[src/design/tsak_pkg.sv]
// Shared types, codes and saturation helper for the two-state angle Kalman core.
package tsak_pkg;

   localparam logic [1:0] CSR_ANGLE_NOISE = 2'd0;
   localparam logic [1:0] CSR_BIAS_NOISE  = 2'd1;
   localparam logic [1:0] CSR_MEAS_NOISE  = 2'd2;
   localparam logic [1:0] CSR_TIME_STEP   = 2'd3;

   typedef enum logic [3:0] {
      MUL_RATE_DT, MUL_DAA_DT, MUL_NBB_DT, MUL_BPN_DT,
      MUL_K0_PAA, MUL_K0_PAB, MUL_K1_PAA, MUL_K1_PAB, MUL_K0_ERR, MUL_K1_ERR
   } mul_sel_type;

   typedef enum logic [3:0] {
      ACC_NONE, ACC_ANG, ACC_PAA, ACC_PAB_PBA, ACC_PBB,
      ACC_CAA, ACC_CAB, ACC_CBA, ACC_CBB, ACC_BIAS
   } acc_sel_type;

   typedef enum logic [3:0] {
      ST_IDLE, ST_PREP, ST_P1, ST_P2, ST_P3, ST_P4, ST_P5, ST_DIV,
      ST_C1, ST_C2, ST_C3, ST_C4, ST_C5, ST_C6, ST_C7, ST_OUT
   } state_type;

   typedef struct packed {
      logic        load;
      logic        prep;
      mul_sel_type mul_sel;
      acc_sel_type acc_sel;
      logic        div_start;
      logic        out_load;
   } cmd_type;

   typedef struct packed {
      logic div_busy;
      logic out_busy;
   } sts_type;

   function automatic logic signed [31:0] sat32(input logic signed [67:0] x);
      logic signed [31:0] r;
      if (x > 68'sh7FFFFFFF) begin
         r = 32'sh7FFFFFFF;
      end else if (x < -68'sh80000000) begin
         r = -32'sh80000000;
      end else begin
         r = x[31:0];
      end
      return r;
   endfunction

endpackage

[src/design/tsak_ctrl.sv]
// Sequencer that steps the datapath through predict, gain and correct.
module tsak_ctrl (
   input  logic              clock,
   input  logic              reset,
   input  logic              req_tvalid,
   output logic              req_tready,
   input  tsak_pkg::sts_type sts,
   output tsak_pkg::cmd_type cmd
);
   import tsak_pkg::*;

   state_type state_ff, state_in;

   always_ff @(posedge clock) begin
      if (reset) begin
         state_ff <= ST_IDLE;
      end else begin
         state_ff <= state_in;
      end
   end

   always_comb begin
      state_in      = state_ff;
      cmd.load      = 1'b0;
      cmd.prep      = 1'b0;
      cmd.mul_sel   = MUL_RATE_DT;
      cmd.acc_sel   = ACC_NONE;
      cmd.div_start = 1'b0;
      cmd.out_load  = 1'b0;
      req_tready    = 1'b0;
      case (state_ff)
         ST_IDLE: begin
            req_tready = 1'b1;
            if (req_tvalid) begin
               cmd.load = 1'b1;
               state_in = ST_PREP;
            end
         end
         ST_PREP: begin cmd.prep = 1'b1; state_in = ST_P1; end
         ST_P1: begin cmd.mul_sel = MUL_RATE_DT; state_in = ST_P2; end
         ST_P2: begin cmd.mul_sel = MUL_DAA_DT; cmd.acc_sel = ACC_ANG; state_in = ST_P3; end
         ST_P3: begin cmd.mul_sel = MUL_NBB_DT; cmd.acc_sel = ACC_PAA; state_in = ST_P4; end
         ST_P4: begin
            cmd.mul_sel = MUL_BPN_DT; cmd.acc_sel = ACC_PAB_PBA; state_in = ST_P5;
         end
         ST_P5: begin cmd.acc_sel = ACC_PBB; cmd.div_start = 1'b1; state_in = ST_DIV; end
         ST_DIV: begin
            if (!sts.div_busy) begin
               state_in = ST_C1;
            end
         end
         ST_C1: begin cmd.mul_sel = MUL_K0_PAA; state_in = ST_C2; end
         ST_C2: begin cmd.mul_sel = MUL_K0_PAB; cmd.acc_sel = ACC_CAA; state_in = ST_C3; end
         ST_C3: begin cmd.mul_sel = MUL_K1_PAA; cmd.acc_sel = ACC_CAB; state_in = ST_C4; end
         ST_C4: begin cmd.mul_sel = MUL_K1_PAB; cmd.acc_sel = ACC_CBA; state_in = ST_C5; end
         ST_C5: begin cmd.mul_sel = MUL_K0_ERR; cmd.acc_sel = ACC_CBB; state_in = ST_C6; end
         ST_C6: begin cmd.mul_sel = MUL_K1_ERR; cmd.acc_sel = ACC_ANG; state_in = ST_C7; end
         ST_C7: begin cmd.acc_sel = ACC_BIAS; state_in = ST_OUT; end
         ST_OUT: begin
            if (!sts.out_busy) begin
               cmd.out_load = 1'b1;
               state_in = ST_IDLE;
            end
         end
         default: state_in = ST_IDLE;
      endcase
   end

endmodule

[config.mk]
export PLATFORM = sky130hd
export DESIGN_NAME = tsak_ctrl
export DESIGN_NICKNAME = d
export VERILOG_FILES = /design/src/design/tsak_pkg.sv /design/src/design/tsak_ctrl.sv
export SDC_FILE = /design/constraint.sdc
export NUM_CORES = 1
export LEC_CHECK = 0
export BUFFER_PORTS_ARGS = -buffer_cell sky130_fd_sc_hd__buf_4
export CAP_MARGIN = 10
export CORE_MARGIN = 2
export CORE_UTILIZATION = 30
export DETAILED_ROUTE_END_ITERATION = 6
export PLACE_DENSITY_LB_ADDON = 0.2
export SYNTH_ARGS = -nofsm -noshare
export SYNTH_HDL_FRONTEND = slang
export SYNTH_SLANG_ARGS = --single-unit
[constraint.sdc]
create_clock -name clock -period 3.7 [get_ports clock]
set_input_delay 0.185 -clock clock [delete_from_list [all_inputs] [get_ports clock]]
set_output_delay 0.185 -clock clock [all_outputs]
set_load 0.02 [all_outputs]
==> results.ini, run 1 <==
[worst_hold_path]
hold_class = input pin to register
hp-start = reset

[global_route]
grt_util_all_layers_pct = 12.3
overflow = 0
antenna_found_initial = 0
first_global_vias = 430
grt_max_degree = 14
grt_first_pass_wirelength_um = 1680

[sta]
worstMarginPinSlew_ns = 0.373
slew_viol_final = 0
fin_crit_sh_pct = 44.8
fin_setup_tns_ns = 0
rsz0062_at_grt = false
min_period_ns = 1.66
slew_headroom_pct = 75.1
hold_viol = 0
fin_ws_ns = 2.04
fin_hold_ws_ns = 0.154
setup_violations = 0
clock.fmax_mhz = 604
finClkSkew_ns = 0.00713

[critical_path]
crit_chain = inv_1 > ha_1 > or4b_4 > o21ai_4 > mux2i_1 > nor2_1
crit_path_start = state_ff[0]
worstReg2RegStart = state_ff[0]
cp.required_ns = 3.82
r2r-end = state_ff[1]
cp-start-kind = register
crit_type = register to register
critPathTopFamily = simple AND/OR/NAND/NOR gates
critical-path-slowest-cell = or4b_4
worst-r2r-cell-count = 6
end_kind = register
arrival_ns = 1.78
rrSetupSlack_ns = 2.04
cpPeakStageDelay_ns = 0.51
critPathBufInv = 1
cp_max_fo = 6
cp.depth = 6
critical_path.endpoint = state_ff[1]

[logic_synthesis]
ys_warn_count = 0
synth_cells = 60
yosysSeqAreaShare_pct = 18.5
synth_area_um2 = 433
synth_top_area_share_pct = 18.5
synthTopCellsByArea = dfxtp_1 18%, nor2_1 12%, ha_1 12%, nand2b_1 5.8%, mux2i_1 4.6%
synth_fp_nets = 69
ys_seq_elements = 4
yosysTopAreaCell = dfxtp_1
async_flop_share_pct = 0
avgSynthCellArea_um2 = 7.22
synth_enable_flop_cells = 0
yosysMostFrequentCell = nor2_1
ys.flop_type = dfxtp_1
synth.distinct_cells = 25

[placement]
numPortBuffers = 17
place_congestion = 0.791
dp_hpwl_um = 783
post-place-ws_ns = 2.05

[routing]
drt_pass1_iterations = 4
wl_per_cell_um = 10.9
wirelength_um = 1010
viasPerCell = 5.20
drc = 0
drtAntennaViolNets = 0
num_vias = 478
drt-initial-drc-count = 11

[final_layout]
area_delta_synth_final_pct = 36.1
largest_register_ffs = 4
drive_above_1_share_pct = 31.2
fillerInstances = 140
antenna_cells = 0
fin_nets = 88
max_flop_register = state_ff
reg.largest.list = state_ff x4

[clock_tree]
clk_latency_ns = 0.24
root_buffer = clkbuf_4
clock_path_buffers = 2
post_cts_buffers = 0
cts_num_sinks = 4
cts_tree = yes
post_cts_resized = 0
htree_num_levels = 1
cts.reportedPaths.clkPinSlew_ns = 0.03
postCtsHoldBufs = 0
numCtsBuffers = 3

[power_and_ir_drop]
power.density_mw_per_mm2 = 615
p_leak_nw = 0.262
vdd_drop_max_mv = 0.288

[die]
die-height_um = 42.0
chipWidth_um = 42.0
core_area_mm2 = 0.00132
start_util_pct = 32.9
floorplan.rows = 13
pin_count = 18
die-area_mm2 = 0.00176

[outcome]
status = finished, final reports clean

[flow_run]
drv_cap = 0

## metrics by stage
step | power, mW | std cells | utilization (%) | area (µm²)
2_1_floorplan | 0.241 | 60 | - | 433
3_3_place_gp | 0.311 | 89 | 43.0 | 567
3_5_place_dp | 0.311 | 89 | 43.0 | 567
4_1_cts | 0.366 | 92 | 44.7 | 589
5_1_grt | 0.394 | 92 | 44.7 | 589
6_report | 0.362 | 92 | 44.7 | 589
## worst register-to-register path: stages (launching register included)
cell and delay (ns):
dfxtp_1 0.32, inv_1 0.12, ha_1 0.24, or4b_4 0.51, o21ai_4 0.11, mux2i_1 0.21
nor2_1 0.05
## power by group
part	total, mW	leakage (nW)	internal (mW)	switching, mW
combinational	0.244	0.215	0.103	0.141
clock	0.0536	0.0138	0.0362	0.0174
sequential	0.0650	0.0327	0.0541	0.0109
## cell type report
type	count	area (µm²)	area share [%]
Tap cell	15	18.8	3.18
Timing Repair Buffer	17	128	21.7
Inverter	4	15.0	2.55
Sequential cell	4	80.1	13.6
Clock buffer	3	22.5	3.82
Multi-Input combinational cell	49	325	55.2
## how the worst min path moves through the flow
| stage | cells past startpoint | slack, ns | endpoint |
|---|---|---|---|
| after floorplan | 1 | 0.25 | state_ff[0] |
| after global placement | 2 | 0.39 | state_ff[0] |
| after detailed placement | 2 | 0.39 | state_ff[0] |
| after CTS | 2 | 0.15 | state_ff[0] |
| after global routing | 2 | 0.14 | state_ff[0] |
| final | 2 | 0.15 | state_ff[0] |
## kinds of logic (layout without fill, tap and decap cells)
| kind of cell | after synthesis | in the layout | synth area share [%] |
|---|---|---|---|
| and+or+nand+nor | 30 | 30 | 36.1 |
| AOI/OAI and AO/OA | 13 | 13 | 22.8 |
| buffers and inverters | 7 | 24 | 6.36 |
| adders and majority gates | 4 | 4 | 11.6 |
| DFF | 4 | 4 | 18.5 |
| muxes | 2 | 2 | 4.62 |
## layer usage
layer	wire [µm]	vias to the layer above	track usage, %
li1	-	249	-
met1	461	215	15.0
met2	477	14	19.1
met3	67	0	6.90
met4	0	0	1.94
met5	0	-	0
## cell usage in the layout, fill, tap and decap left out, drive strengths merged
| cell type | netlist | layout |
|---|---|---|
| ha | 4 | 4 |
| o21ai | 2 | 2 |
| clkbuf | 2 | 3 |
| nor2 | 14 | 14 |
| a211oi | 1 | 1 |
| or4b | 1 | 1 |
| and2 | 2 | 2 |
| o22ai | 3 | 3 |
| o32ai | 1 | 1 |
| nor3 | 1 | 1 |
| buf | 1 | 17 |
| o21a | 1 | 1 |
| nand4b | 1 | 1 |
| nand3 | 1 | 1 |
| nand2b | 4 | 4 |
| o211ai | 1 | 1 |
| and3 | 1 | 1 |
| dfxtp | 4 | 4 |
| a31oi | 2 | 2 |
| nor4 | 1 | 1 |
| nand2 | 4 | 4 |
| mux2i | 2 | 2 |
| inv | 4 | 4 |
| a21oi | 2 | 2 |
No activity file was read; power rests on OpenSTA's default activity.
==> run 2: changes to the inputs <==
Clock period 3.7 ns to 1.4 ns, I/O delays scaled along.
==> run 2 against run 1 <==
The run now ends with setup timing left. Cell area grew 53%. Cell count rose by 17%. Setup slack got worse by 2.1 ns. Utilization grew 24 points. Clock skew down 0.0053 ns. Global-route usage is 2.7 points higher. Largest power group unchanged. Highest routed layer unchanged.
==> results.ini, run 2 (synthesized netlist as in run 1, its figures left out) <==
[die]
pin_count = 18
core_area_mm2 = 0.00132
start_util_pct = 32.9
die-height_um = 42.0
floorplan.rows = 13
die-area_mm2 = 0.00176
chipWidth_um = 42.0

[worst_hold_path]
hp-start = reset
hold_class = input pin to register
min_path_cells = 2

[final_layout]
seq_area_um2 = 82.6
fillerInstances = 104
max_flop_register = state_ff
antenna_cells = 0
area_delta_synth_final_pct = 108
fin_nets = 104
drive_above_1_share_pct = 67.7
reg.largest.list = state_ff x4
fin_area_um2 = 901
final_common_cell = buf_4
multi_input_area_um2 = 477
largest_register_ffs = 4
final_cell_mix = 23 x buf_4, 10 x buf_6, 9 x nor2_1, 5 x nor2_4

[outcome]
status = finished, violations left
violations = setup timing

[sta]
slew_viol_final = 0
slew_headroom_pct = 78.1
fin_crit_sh_pct = 105
setup_violations = 6
fin_setup_tns_ns = -0.215
hold_viol = 0
finClkSkew_ns = 0.00182
fin_ws_ns = -0.0737
rsz0062_at_grt = true
clock.fmax_mhz = 679
worstMarginPinSlew_ns = 0.320
min_period_ns = 1.47
fin_hold_ws_ns = 0.0418

[critical_path]
cpPeakStageDelay_ns = 0.48
crit_chain = inv_2 > ha_4 > or4b_4 > o21ai_4 > mux2i_1 > nor2_1
worstReg2RegStart = state_ff[1]
end_kind = register
critical-path-slowest-cell = or4b_4
crit_type = register to register
cp-start-kind = register
crit_path_start = state_ff[1]
cp.required_ns = 1.52
cp_max_fo = 4
worst-r2r-cell-count = 6
arrival_ns = 1.60

[clock_tree]
clk_latency_ns = 0.23
htree_num_levels = 1
numCtsBuffers = 3
clock_path_buffers = 2
cts_tree = yes
root_buffer = clkbuf_4
cts_num_sinks = 4
cts.reportedPaths.clkPinSlew_ns = 0.04

[routing]
num_vias = 554
drtAntennaViolNets = 0
wirelength_um = 1320
drt-initial-drc-count = 1
drc = 0
wl_per_cell_um = 12.2
drt_pass1_iterations = 2
viasPerCell = 5.13

[power_and_ir_drop]
p_leak_nw = 0.363
vdd_drop_max_mv = 0.925
power.density_mw_per_mm2 = 1790
power_mw = 1.61

[global_route]
grt_util_all_layers_pct = 15.0
first_global_vias = 496
antenna_found_initial = 0
grt_max_degree = 13
overflow = 0
grt_first_pass_wirelength_um = 2100

[flow_run]
drv_cap = 0

[placement]
placed_area_um2 = 679
numPortBuffers = 17
dp_hpwl_um = 884
post-place-ws_ns = -0.0602
place_congestion = 0.737

==> run 2: report_power, final <==
part | internal, mW | total [mW] | switching (mW)
registers | 0.149 | 0.168 | 0.0191
clock network | 0.0958 | 0.142 | 0.0464
logic | 0.667 | 1.30 | 0.632
total | 0.912 | 1.61 | 0.697
==> run 2: per-layer routing <==
| layer | up-vias | track usage (%) | share of wire [%] |
|---|---|---|---|
| li1 | 282 | - | - |
| met2 | 9 | 26.3 | 53 |
| met5 | - | 0 | 0 |
| met1 | 263 | 18.7 | 43 |
| met3 | 0 | 3.88 | 4.0 |
| met4 | 0 | 1.94 | 0 |
==> run 2: path summary, 6_finish.rpt <==
check	slack, ns	end
max	-0.07	state_ff[1]
min	0.04	state_ff[1]
max reg2reg	-0.07	state_ff[1]
min reg2reg	0.62	state_ff[1]
==> run 2: layout make-up <==
type | count | area share, %
multi-input combinational | 49 | 52.9
timing repair buffer | 33 | 31.7
sequential | 4 | 9.17
clock buffer | 3 | 2.50
tap | 15 | 2.08
inverter | 4 | 1.67
==> run 2: through the flow <==
step           utilization, %  instances
2_1_floorplan               -         60
3_3_place_gp             51.6        102
3_5_place_dp             51.6        102
4_1_cts                  61.0        105
5_1_grt                  68.4        108
6_report                 68.4        108
==> run 2: repair_timing <==
| item | in CTS | in global routing |
|---|---|---|
| setup endpoints to repair | 14 | 13 |
| setup buffers | 1 | 3 |
| pin swaps | 7 | 9 |
| gates resized for setup | 22 | 18 |
| hold buffers | 0 | 0 |
==> run 2: critical path, delay by kind of cell, from the launching register on <==
kind | cells | cell delay, ns
compound gates | 1 | 0.11
fa+ha+maj | 1 | 0.13
buf+inv | 1 | 0.08
flops | 1 | 0.32
mux | 1 | 0.20
simple gates | 2 | 0.53
==> run 3: changes to the inputs <==
Settings changed: RECOVER_POWER set to 100.
==> run 3 against run 2 <==
The run still ends with setup timing left. Via count is 0.72% higher. Utilization down 0.19 points. Cell count unchanged. Critical endpoint unchanged. Largest cell class unchanged. Highest routed layer unchanged.
==> results.ini, run 3 (synthesized netlist as in run 1, its figures left out) <==
[critical_path]
crit_chain = inv_2 > ha_4 > or4b_4 > o21ai_4 > mux2i_1 > nor2_1
critPathTopFamily = simple AND/OR/NAND/NOR gates
cpPeakStageDelay_ns = 0.48
rrSetupSlack_ns = -0.07
crit_type = register to register
cp_max_fo = 4
critPathBufInv = 1
critical-path-slowest-cell = or4b_4
end_kind = register
arrival_ns = 1.60
cp-start-kind = register
cp.required_ns = 1.52

[global_route]
grt_max_degree = 13
overflow = 0
grt.busiest_layer = met2
grt.met2_usage_pct = 26.3
grt_first_pass_wirelength_um = 2100
first_global_vias = 496
grt_use_met3_pct = 3.88
antenna_found_initial = 0
grt_util_all_layers_pct = 15.0
grtUsageMet1_pct = 18.7

[sta]
finClkSkew_ns = 0.00182
min_period_ns = 1.47
slew_headroom_pct = 78.1
fin_setup_tns_ns = -0.220
fin_ws_ns = -0.0737
rsz0062_at_grt = true
hold_viol = 0
setup_violations = 6
slew_viol_final = 0
clock.fmax_mhz = 679
fin_crit_sh_pct = 105
worstMarginPinSlew_ns = 0.320

[final_layout]
multi_input_area_um2 = 477
largest_register_ffs = 4
drive_above_1_share_pct = 67.7
antenna_cells = 0
fin_nets = 104
fin_area_um2 = 898
final_common_cell = buf_4
seq_area_um2 = 82.6
fillerInstances = 105
postLayoutCoreUtil_pct = 68.2
area_delta_synth_final_pct = 108
max_flop_register = state_ff
reg.largest.list = state_ff x4
final_cell_mix = 21 x buf_4, 10 x buf_6, 9 x nor2_1, 5 x nor2_4
instances_no_fill = 108

[clock_tree]
htree_num_levels = 1
cts_num_sinks = 4
clk_latency_ns = 0.23
root_buffer = clkbuf_4
numCtsBuffers = 3
cts_tree = yes
clock_path_buffers = 2
cts.reportedPaths.clkPinSlew_ns = 0.04

[routing]
viasPerCell = 5.17
drtAntennaViolNets = 0
drc = 0
wirelength_um = 1320
drt-initial-drc-count = 1
wl_per_cell_um = 12.2
drt_pass1_iterations = 2
num_vias = 558

[placement]
placed_area_um2 = 679
place_congestion = 0.737
dp_hpwl_um = 884
numPortBuffers = 17
numPlacedInstances = 102

[power_and_ir_drop]
power.density_mw_per_mm2 = 1790
p_leak_nw = 0.363
vdd_drop_max_mv = 0.925

[die]
pin_count = 18
die-area_mm2 = 0.00176
start_util_pct = 32.9
die-height_um = 42.0
floorplan.rows = 13
chipWidth_um = 42.0
core_area_mm2 = 0.00132

[outcome]
status = finished, violations left
violations = setup timing

[flow_run]
drv_cap = 0

[worst_hold_path]
hold_class = input pin to register

run 3: layer usage:
metal | wire length (µm) | up-vias
met5 | 0 | -
met2 | 692 | 9
li1 | - | 282
met3 | 52 | 0
met1 | 572 | 267
met4 | 0 | 0
run 3: power by group:
group	total (mW)	internal [mW]	switching, mW
logic	1.30	0.667	0.633
clock network	0.142	0.0958	0.0464
registers	0.168	0.149	0.0191
total	1.61	0.912	0.699
run 3: path summary, 6_finish.rpt:
check	cells after the start	start	to
max	6	state_ff[1]	state_ff[1]
min reg2reg	3	state_ff[1]	state_ff[1]
min	2	reset	state_ff[1]
max reg2reg	6	state_ff[1]	state_ff[1]
run 3: cell type report:
class	instances	area share (%)
Timing Repair Buffer	33	31.5
Sequential cell	4	9.19
Clock buffer	3	2.51
Inverter	4	1.67
Tap cell	15	2.09
Multi-Input combinational cell	49	53.1
run 3: metrics by stage:
| step | hold slack (ns) | total power [mW] | worst slack, ns |
|---|---|---|---|
| after floorplan | 0.127 | 0.680 | -0.0571 |
| after global placement | 0.275 | 1.04 | -0.0366 |
| after detailed placement | 0.271 | 1.05 | -0.0602 |
| after CTS | 0.0314 | 1.42 | -0.0574 |
| after global routing | 0.0308 | 1.72 | -0.114 |
| final | 0.0418 | 1.61 | -0.0737 |
run 3: timing repair:
| item | CTS | global route |
|---|---|---|
| gates resized for setup | 22 | 18 |
| buffers inserted | 1 | 3 |
| setup endpoints to repair | 14 | 13 |
| endpoints found under the hold margin | 0 | 0 |
| hold buffers | 0 | 0 |
| pin swaps | 7 | 9 |
